$ cat src/rtl/core/lsmm_pkg.sv
package lsmm_pkg;

  localparam int STACK_DEPTH = 64;
  localparam int IDX_W       = $clog2(STACK_DEPTH);
  localparam int CNT_W       = $clog2(STACK_DEPTH + 1);
  localparam int WORD_W      = 32;

  typedef logic signed [WORD_W-1:0] word_t;

  localparam word_t NEG_ONE = '1;

  // Operation broadcast to every cell of the chain.
  typedef enum logic [2:0] {
    COP_HOLD,
    COP_PUSH,
    COP_POP,
    COP_TAG,
    COP_SWAP,
    COP_FIX
  } cell_op_t;

  typedef struct packed {
    cell_op_t          op;
    logic              parity;
    word_t             push_value;
    logic [CNT_W-1:0]  count;
  } cell_ctrl_t;

  // One stack slot: the entry, its sort tag during reversal, and the
  // largest and smallest entries from this slot down to the bottom.
  typedef struct packed {
    word_t             val;
    logic [IDX_W-1:0]  tag;
    word_t             mx;
    word_t             mn;
  } cell_t;

  typedef struct packed {
    word_t             popped_value;
    word_t             top_value;
    word_t             max_value;
    word_t             min_value;
    logic [CNT_W-1:0]  entry_count;
    logic [1:0]        status;
  } result_t;

  function automatic word_t word_max(input word_t a, input word_t b);
    return (a < b) ? b : a;
  endfunction

  function automatic word_t word_min(input word_t a, input word_t b);
    return (b < a) ? b : a;
  endfunction

endpackage

$ cat src/rtl/core/lsmm_obuf.sv
// Two-deep result buffer: an output register with a skid register behind it.
module lsmm_obuf (
  input  logic                 clk,
  input  logic                 rst_n,
  input  logic                 enq,
  input  lsmm_pkg::result_t    enq_data,
  input  logic                 out_ready,
  output logic                 out_valid,
  output lsmm_pkg::result_t    out_data,
  output logic                 skid_full
);

  lsmm_pkg::result_t  main_r;
  lsmm_pkg::result_t  main_nxt;
  lsmm_pkg::result_t  skid_r;
  lsmm_pkg::result_t  skid_nxt;
  logic               main_v_r;
  logic               main_v_nxt;
  logic               skid_v_r;
  logic               skid_v_nxt;
  logic               fire;

  assign fire = main_v_r & out_ready;

  always_comb begin
    main_nxt   = main_r;
    main_v_nxt = main_v_r;
    skid_nxt   = skid_r;
    skid_v_nxt = skid_v_r;
    if (fire) begin
      if (skid_v_r) begin
        main_nxt   = skid_r;
        skid_v_nxt = 1'b0;
      end else begin
        main_v_nxt = 1'b0;
      end
    end
    if (enq) begin
      if (!main_v_nxt) begin
        main_nxt   = enq_data;
        main_v_nxt = 1'b1;
      end else begin
        skid_nxt   = enq_data;
        skid_v_nxt = 1'b1;
      end
    end
  end

  always_ff @(posedge clk) begin
    if (!rst_n) begin
      main_v_r <= 1'b0;
      skid_v_r <= 1'b0;
    end else begin
      main_v_r <= main_v_nxt;
      skid_v_r <= skid_v_nxt;
    end
    main_r <= main_nxt;
    skid_r <= skid_nxt;
  end

  assign out_valid = main_v_r;
  assign out_data  = main_r;
  assign skid_full = skid_v_r;

endmodule

$ cat config.mk
export PLATFORM = sky130hd
export DESIGN_NAME = lsmm_obuf
export DESIGN_NICKNAME = d
export VERILOG_FILES = /design/src/rtl/core/lsmm_pkg.sv /design/src/rtl/core/lsmm_obuf.sv
export SDC_FILE = /design/constraint.sdc
export NUM_CORES = 1
export LEC_CHECK = 0
export BUFFER_PORTS_ARGS = -buffer_cell sky130_fd_sc_hd__buf_4
export CAP_MARGIN = 5
export CORE_AREA = 2 2 205 207
export CTS_CLUSTER_DIAMETER = 100
export DETAILED_ROUTE_END_ITERATION = 16
export DIE_AREA = 0 0 207 209
export GPL_ROUTABILITY_DRIVEN = 0
export GPL_TIMING_DRIVEN = 0
export PLACE_DENSITY_LB_ADDON = 0.2
export REMOVE_ABC_BUFFERS = 1
export SLEW_MARGIN = 10
export SYNTH_ARGS = -nofsm -noshare
export SYNTH_HDL_FRONTEND = slang
export SYNTH_SLANG_ARGS = --single-unit
$ cat constraint.sdc
create_clock -name clk -period 6.7 [get_ports clk]
set_input_delay 0.335 -clock clk [delete_from_list [all_inputs] [get_ports clk]]
set_output_delay 0.335 -clock clk [all_outputs]
set_load 0.005 [all_outputs]
==> flow_summary.yaml <==
worst_hold_path:
  min_path_type: "primary input to register"
  whs_endpoint: "out_valid"
  worstHoldStart: "enq"
  hold_depth: 2
yosys:
  synth_cell_types: 20
  synth.avg_cell_area_um2: 11.6
  synth_flop_cell: "dfxtp_1"
  synth_simple_gate_area_share_pct: 5.23
  ys_async_sr_fraction_pct: 0
  yosys.area.top_type: "edfxtp_1"
  synth.most_common_cell: "dfxtp_1"
  synth_area_leaders: "edfxtp_1 39%, dfxtp_1 26%, a221oi_1 11%, o22ai_1 8.1%, inv_1 4.9%"
  yosysWarnings: 0
  synth_fa_ha_area_share_pct: 0
  synth_edf_count: 137
  synth_mux_area_share_pct: 0
  synth-seq-cells: 276
  yosys.area_share.xor_xnor_pct: 0
  synth_area_mm2: 0.0106
  synth_top_family_by_area: "compound AO/OA/AOI/OAI gates"
  ys_seq_area_share_pct: 65.3
  netlist.area_leader.share_pct: 38.9
  syn_inst: 913
  synth_compound_area_share_pct: 19.8
sta:
  fmax_mhz: 383
  setup_ws_ns: 4.09
  slew_headroom_pct: 53.4
  holdWs_ns: 0.0678
  skew_ns: 0.0145
  timing_hold_violations_final: 0
  rsz0062_at_grt: "no"
  min_period_over_period_pct: 39.0
  slew_viol_final: 0
  finalSetupTns_ns: 0
  min_period_ns: 2.61
  setup_violations: 0
  tightest_slew_ns: 0.699
drt:
  via_count: 8864
  drt-vias-per-instance: 4.74
  drc: 0
  wl_mm: 33.5
  drtIter0Drc: 490
  ant_nets: 0
  drt-wirelength-per-cell_um: 17.9
  first_pass_iters: 5
clock_tree:
  cts_root_buf: "clkbuf_16"
  cts.clk_slew.worst_paths_ns: 0.05
  cts_setup_buffers: 0
  cts_tree: "built"
  cts-resized-gates: 0
  postCtsHoldBufs: 138
  cts_sinks: 276
  cts_buffers: 35
  htree_levels: 2
  clock_path_buffers: 3
  clock_latency_ns: 0.53
place:
  post-place-ws_ns: 4.06
  io_buffers: 279
  place_area_mm2: 0.0133
  post-dp-hpwl_mm: 19.6
global_routing:
  grtUsageTotal_pct: 15.1
  grt_pass1_vias: 9177
  antenna_found_initial: 1
  grt_pass1_wl_mm: 52.4
  grt_overflow_total: 0
  grt_start_max_net_pins: 82
layout:
  fill_cells: 4043
  drive_gt1_share_pct: 26.1
  stdcell_area_mm2: 0.0158
  seqCellArea_mm2: 0.00690
  final_nets: 1446
  diodes: 0
  area_delta_synth_final_pct: 49.2
  multi_input_area_mm2: 0.00268
pwr:
  pwr_density_cell_mw_per_mm2: 288
  peakVddDrop_uv: 148
  power_w: 0.00455
  p_leak_nw: 6.51
setup_path:
  crit_top_cell: "buf_16"
  cp_cell_sequence: "buf_16 > and3_4 > buf_16"
  start_kind: "register"
  worstSetupPathType: "register to register"
  end_kind: "register"
  cp_num_cells: 3
  slowest_delay_ns: 0.77
  crit_required_ns: 6.89
  timing.rr.end: "skid_r[128]"
  worstPathArrival_ns: 2.80
  crit-reg2reg-launch: "out_valid"
  path_max_fanout: 54
  reg2reg_setup_slack_ns: 4.09
  critical_path_buf_inv_count: 2
  r2r_cells: 3
  crit_slowest_cell: "dfxtp_4"
  critPathTopFamily: "flip-flops"
floorplanning:
  core_area_mm2: 0.0413
  io_pins: 280
  fp.dieW_um: 207
  std_cell_rows: 75
  die_area_mm2: 0.0433
  die_height_um: 209
  start_util_pct: 25.6
job:
  maxCapViolations: 0
status:
  outcome: "finished clean"
power by group:
group          internal (W)  leakage [nW]  total [W]  switching (W)
clock               0.00111         0.540    0.00184       0.000729
combinational      0.000389          3.55   0.000683       0.000294
sequential          0.00192          2.42    0.00202       0.000106
total               0.00342          6.51    0.00455        0.00113
cells in the final DEF, fill, tap and decap left out, drive strengths merged, types with 2 or more instances in the layout:
cell	instances
clkinv	4
buf	294
a21boi	2
dlygate4sd3	138
inv	137
nand2	3
clkbuf	57
a221oi	137
o22ai	137
edfxtp	137
dfxtp	139
nor2	137
logic make-up (layout without fill, tap and decap cells):
logic type / after synthesis / after routing
DFF: 276 / 276
buffers and inverters: 214 / 632
and+or+nand+nor: 144 / 144
AOI/OAI and AO/OA: 279 / 279
layer usage:
metal / track usage, % / up-vias / wire length, µm / part of all wire, %
met2: 25.5 / 259 / 16100 / 48
met1: 18.6 / 4353 / 14600 / 43
li1: - / 4200 / - / -
met5: 0 / - / 13 / 0.039
met3: 4.07 / 50 / 2210 / 6.6
met4: 4.70 / 2 / 678 / 2.0
state kept, by name, summed over array words and instances, names as in the netlist:
register and count:
out_data 137, skid_r 137, out_valid 1, skid_full 1
worst max path at each step:
| stage | slack, ns | end | from |
|---|---|---|---|
| floorplan | 0.07 | skid_r[0] | out_valid |
| global placement | -8.94 | out_data[91] | out_valid |
| detailed placement | 4.06 | skid_r[48] | out_valid |
| CTS | 4.03 | skid_r[47] | out_valid |
| global route | 3.94 | skid_r[136] | out_valid |
| finish | 4.09 | skid_r[128] | out_valid |
final cells by class:
cell class | count | share of cell area (%)
clock inverters | 6 | 0.389
flip-flops and latches | 276 | 43.8
repair buffers | 432 | 24.7
multi-input cells | 423 | 17.0
inverters | 137 | 3.26
clock buffers | 57 | 6.67
well taps | 539 | 4.28
through the flow:
step                instances  utilization [%]
global route             1870             38.2
CTS                      1870             38.2
global placement         1654             31.1
detailed placement       1669             32.1
finish                   1870             38.2
floorplan                 836                -
No activity file was read; power rests on OpenSTA's default activity.
