$ cat src/rtl/core/lsmm_pkg.sv
package lsmm_pkg;

  localparam int STACK_DEPTH = 64;
  localparam int IDX_W       = $clog2(STACK_DEPTH);
  localparam int CNT_W       = $clog2(STACK_DEPTH + 1);
  localparam int WORD_W      = 32;

  typedef logic signed [WORD_W-1:0] word_t;

  localparam word_t NEG_ONE = '1;

  // Operation broadcast to every cell of the chain.
  typedef enum logic [2:0] {
    COP_HOLD,
    COP_PUSH,
    COP_POP,
    COP_TAG,
    COP_SWAP,
    COP_FIX
  } cell_op_t;

  typedef struct packed {
    cell_op_t          op;
    logic              parity;
    word_t             push_value;
    logic [CNT_W-1:0]  count;
  } cell_ctrl_t;

  // One stack slot: the entry, its sort tag during reversal, and the
  // largest and smallest entries from this slot down to the bottom.
  typedef struct packed {
    word_t             val;
    logic [IDX_W-1:0]  tag;
    word_t             mx;
    word_t             mn;
  } cell_t;

  typedef struct packed {
    word_t             popped_value;
    word_t             top_value;
    word_t             max_value;
    word_t             min_value;
    logic [CNT_W-1:0]  entry_count;
    logic [1:0]        status;
  } result_t;

  function automatic word_t word_max(input word_t a, input word_t b);
    return (a < b) ? b : a;
  endfunction

  function automatic word_t word_min(input word_t a, input word_t b);
    return (b < a) ? b : a;
  endfunction

endpackage

$ cat src/rtl/core/lsmm_cell.sv
// One slot of the stack chain. Slot 0 is the top of the stack.
module lsmm_cell (
  input  logic                          clk,
  input  lsmm_pkg::cell_ctrl_t          ctrl,
  input  logic [lsmm_pkg::IDX_W-1:0]    cell_idx,
  input  lsmm_pkg::cell_t               up_cell,
  input  lsmm_pkg::cell_t               lo_cell,
  output lsmm_pkg::cell_t               cell_out
);

  lsmm_pkg::cell_t              cell_r;
  lsmm_pkg::cell_t              cell_nxt;
  logic [lsmm_pkg::CNT_W-1:0]   pos;
  logic [lsmm_pkg::CNT_W-1:0]   pos_below;
  logic                         has_below;
  logic                         in_stack;
  logic                         is_first;
  logic                         upper_member;

  assign pos          = lsmm_pkg::CNT_W'(cell_idx);
  assign pos_below    = pos + lsmm_pkg::CNT_W'(1);
  assign has_below    = pos_below < ctrl.count;
  assign in_stack     = pos < ctrl.count;
  assign is_first     = (cell_idx == '0);
  assign upper_member = (cell_idx[0] == ctrl.parity);

  always_comb begin
    cell_nxt = cell_r;
    case (ctrl.op)
      lsmm_pkg::COP_PUSH: begin
        if (is_first) begin
          cell_nxt.val = ctrl.push_value;
          if (ctrl.count == '0) begin
            cell_nxt.mx = ctrl.push_value;
            cell_nxt.mn = ctrl.push_value;
          end else begin
            cell_nxt.mx = lsmm_pkg::word_max(ctrl.push_value, cell_r.mx);
            cell_nxt.mn = lsmm_pkg::word_min(ctrl.push_value, cell_r.mn);
          end
        end else begin
          cell_nxt = up_cell;
        end
      end
      lsmm_pkg::COP_POP: begin
        cell_nxt = lo_cell;
      end
      lsmm_pkg::COP_TAG: begin
        cell_nxt.tag = cell_idx;
      end
      lsmm_pkg::COP_SWAP: begin
        // Odd-even transposition: the pair is (this, below) when the slot
        // parity matches the round, otherwise (above, this).
        if (upper_member) begin
          if (has_below && (cell_r.tag < lo_cell.tag)) begin
            cell_nxt.val = lo_cell.val;
            cell_nxt.tag = lo_cell.tag;
          end
        end else if (!is_first && in_stack && (up_cell.tag < cell_r.tag)) begin
          cell_nxt.val = up_cell.val;
          cell_nxt.tag = up_cell.tag;
        end
      end
      lsmm_pkg::COP_FIX: begin
        if (has_below) begin
          cell_nxt.mx = lsmm_pkg::word_max(cell_r.val, lo_cell.mx);
          cell_nxt.mn = lsmm_pkg::word_min(cell_r.val, lo_cell.mn);
        end else begin
          cell_nxt.mx = cell_r.val;
          cell_nxt.mn = cell_r.val;
        end
      end
      default: begin
      end
    endcase
  end

  always_ff @(posedge clk) begin
    cell_r <= cell_nxt;
  end

  assign cell_out = cell_r;

endmodule

$ cat config.mk
export PLATFORM = sky130hd
export DESIGN_NAME = lsmm_cell
export DESIGN_NICKNAME = d
export VERILOG_FILES = /design/src/rtl/core/lsmm_pkg.sv /design/src/rtl/core/lsmm_cell.sv
export SDC_FILE = /design/constraint.sdc
export NUM_CORES = 1
export LEC_CHECK = 0
export BUFFER_PORTS_ARGS = -buffer_cell sky130_fd_sc_hd__buf_2
export CAP_MARGIN = 20
export CORE_UTILIZATION = 30
export CTS_CLUSTER_SIZE = 24
export DETAILED_ROUTE_END_ITERATION = 8
export GPL_TIMING_DRIVEN = 1
export HOLD_SLACK_MARGIN = 0.02
export PLACE_DENSITY = 0.54
export SETUP_SLACK_MARGIN = 0.2
export SLEW_MARGIN = 0
export SYNTH_ARGS = -nofsm -noshare
export SYNTH_HDL_FRONTEND = slang
export SYNTH_SLANG_ARGS = --single-unit
$ cat constraint.sdc
create_clock -name clk -period 9.25 [get_ports clk]
set_input_delay 0.925 -clock clk [delete_from_list [all_inputs] [get_ports clk]]
set_output_delay 0.925 -clock clk [all_outputs]
set_load 0.02 [all_outputs]
==> summary.txt <==
Run status
  – Status: completed

Timing
  – Clock skew: around 0.012 ns
  – Unrepaired setup endpoints after global routing: false
  – Hold Vio Cnt, Final: 0
  – Worst Tran Pin Value: 1.16 ns
  – Final worst path period need: approximately 4.4 ns
  – Final Max Tran Viols: 0
  – Worst-case hold slack: 0.695 ns
  – Fin crit share: 47.5%
  – Setup TNS Final: 0 ns
  – Fmax: between 200 and 250 MHz
  – Setup violators final: 0
  – Final WS setup: approximately 4.9 ns
  – Relative slew slack: 22.4%

Routing
  – WL/cell: 20.9 um
  – Total wire length: 36400 um
  – Drt initial violations: 654
  – DRC Markers: 0
  – Via count: 9217
  – Pre-Repair DR Iteration Count: 5
  – Vias/cell: 5.30
  – Final ANT Viol Nets: 0

Synth
  – Seq/Total Area, Yosys: 33.5%
  – #FFs+latches synth: 102
  – Mapped cell area: 0.00914 mm2
  – Distinct cells, synth: between 50 and 60
  – Top_reg_cell synth: edfxtp_1
  – Syn Nets: about 1400
  – Syn avg cell area: 9.10 um2
  – Mapped Cells: between 1000 and 1500
  – Synth warn: 0
  – Number of synthesized flops with an enable pin: about 100
  – Ys async rst share: 0%

Placement
  – Placed cell areas: 0.0114 mm2
  – Gpl congestion: 0.886
  – Port Buffers: 355
  – Setup WS pre-CTS: 4.49 ns
  – Post-DP HPWL: ~30000 um

Power and ir drop
  – Total power: 1.53 mW
  – LEAKAGE: about 6 nW
  – Peak supply drop: 0.0681 mV
  – Cell Pwr Density: 131 mW/mm2

Floorplan
  – Ports: ~360
  – Die width: 177 um
  – Core area: 0.0298 mm2
  – Total die area: 0.0312 mm2
  – Die Y: between 150 and 200 um
  – Initial core utilization: just over 30%
  – # rows: 63

Worst setup path
  – Slowest cell on the critical path: o221ai_4
  – Worst reg2reg path startpoint: cell_out[83]$_DFFE_PP_
  – Critical Path Fanout Max: 31
  – CP Cell Sequence: buf_2 > ha_1 > xor2_1 > ha_1 > a21o_1 > a31oi_1 > o21ai_1 > a31oi_1 > nand3_1 > a21o_4 > o221ai_4 > a221o_1
  – Worst EP required: 9.48 ns
  – Critical Path Start Type: input port
  – R2r setup slk: 5.40 ns
  – Cell family with most CP delay: compound AO/OA/AOI/OAI gates
  – Critical path buffers and inverters: 1
  – Depth of the most critical reg-to-reg path: 10
  – Crit. End Element: flop
  – WP data arrival: 4.62 ns
  – Slowest stage delay, CP: 0.77 ns
  – CP Class: input port to flop
  – Worst R2R End: cell_out[53]$_DFFE_PP_

Finish
  – Share of layout cells above drive strength 1: 29.6%
  – Max reg flops: 102
  – Register Area: 0.00306 mm2
  – Final net count: 1740
  – Fill cell count: roughly 3100
  – Area of the multi-input gates: 0.00544 mm2
  – Final Cell Area: approximately 0.012 mm2
  – Synthesis-to-finish area growth: 28.1%

Global routing
  – First-pass GRT wire length: approximately 54000 um
  – Largest net degree at the start of global routing: 66
  – Vias in the first global route: 9105
  – Total track usage: 22.9%
  – Initial antenna violation count: 9
  – Global route overflow: 0

Hold path
  – Hold Path Class: flop to flop
  – Worst Hold Launch: cell_out[92]$_DFFE_PP_
  – Hold path cells: 1
  – Hold endpoint: cell_out[22]$_DFFE_PP_

Clock tree
  – CTS Buf Count: 9
  – Clock sinks: 102
  – Clk pin slew, worst setup/hold paths: 0.08 ns
  – Root Driver: clkbuf_16
  – Hold Buf Count CTS: 0
  – Htree depth: 3
  – Max clock buf depth: 2
  – CTS tree: done
  – Worst skew pair latency: 0.36 ns
  – Setup bufs post-CTS: 0
  – Post-CTS resize count: 0

Flow run
  – Max-Cap Viols: 0
through the flow:
stage / util [%] / cells
2_1_floorplan: - / 1004
3_3_place_gp: 38.3 / 1718
3_5_place_dp: 38.3 / 1718
4_1_cts: 39.3 / 1734
5_1_grt: 39.3 / 1738
6_report: 39.3 / 1740
how the worst max path moves through the flow:
| stage | from | to | cells after the start |
|---|---|---|---|
| finish | cell_idx[0] | cell_out[8]$_DFFE_PP_ | 12 |
| global route | cell_idx[0] | cell_out[3]$_DFFE_PP_ | 12 |
| CTS | cell_idx[0] | cell_out[27]$_DFFE_PP_ | 12 |
| detailed placement | cell_idx[0] | cell_out[8]$_DFFE_PP_ | 12 |
| global placement | cell_idx[0] | cell_out[10]$_DFFE_PP_ | 12 |
| floorplan | ctrl[25] | cell_out[32]$_DFFE_PP_ | 8 |
cell usage after synthesis (all sizes together) (6+ instances only):
master / number / area [um2]
buf: 15 / 87.6
nor2b: 11 / 68.8
edfxtp: 102 / 3060
nand2: 118 / 443
a21oi: 109 / 546
o21ai: 27 / 139
ha: 147 / 1840
nand2b: 10 / 65.1
nor2: 54 / 203
a221o: 94 / 941
nand3: 14 / 70.1
a21o: 36 / 278
clkbuf: 27 / 101
and4: 6 / 52.6
a31oi: 6 / 37.5
nand4: 16 / 100
a222oi: 6 / 60.1
inv: 148 / 556
report_power, final:
group / switching (mW) / internal, mW
logic: 0.308 / 0.211
registers: 0.0412 / 0.570
clock network: 0.193 / 0.211
cell families (layout without fill, tap and decap cells):
kind of cell               count (synthesis)  after routing  synth area share, %
DFF                                      102            102                 33.5
AOI/OAI and AO/OA                        312            312                 25.3
buffers and inverters                    190            530                 8.14
adders and majority gates                147            147                 20.1
xor gates and xnor gates                   7              7                0.671
muxes                                      2              2                0.219
other                                      0              6                    0
and+or+nand+nor                          244            244                 12.0
layer usage:
metal / wire, um / share of wire (%) / vias up / GRT usage, %
met4: 741 / 2.0 / 6 / 6.25
met2: 17600 / 48 / 337 / 39.0
met5: 38 / 0.10 / - / 0
met3: 2550 / 7.0 / 51 / 4.57
li1: - / - / 4423 / -
met1: 15500 / 43 / 4400 / 29.3
cell usage in the layout, fill, tap and decap left out, types with 9 or more instances in the layout:
cell / n
a221o_1: 94
a21oi_1: 107
o21ai_1: 11
nand4_1: 16
inv_1: 148
ha_1: 147
nand2b_1: 9
buf_4: 11
a21o_1: 35
nor2_1: 53
nand3_1: 13
buf_2: 355
clkbuf_16: 9
nand2_1: 117
edfxtp_1: 102
o21ai_0: 14
nor2b_1: 11
worst reg2reg max path: stages (launching register included):
cell and delay (ns):
edfxtp_1 0.52, ha_1 0.36, o21a_1 0.13, o21ai_1 0.06
a2111oi_0 0.45, buf_4 0.23, o21ai_1 0.15, a31oi_1 0.41
nor2_1 0.15, a21oi_4 0.92, a221o_1 0.33
cell type report:
class / instances / area share (%)
flip-flops and latches: 102 / 26.2
well taps: 390 / 4.17
diodes: 6 / 0.128
clock inverters: 7 / 0.609
inverters: 148 / 4.74
repair buffers: 366 / 15.9
clock buffers: 9 / 1.92
multi-input cells: 712 / 46.4
(Power assumes the default switching activity.)
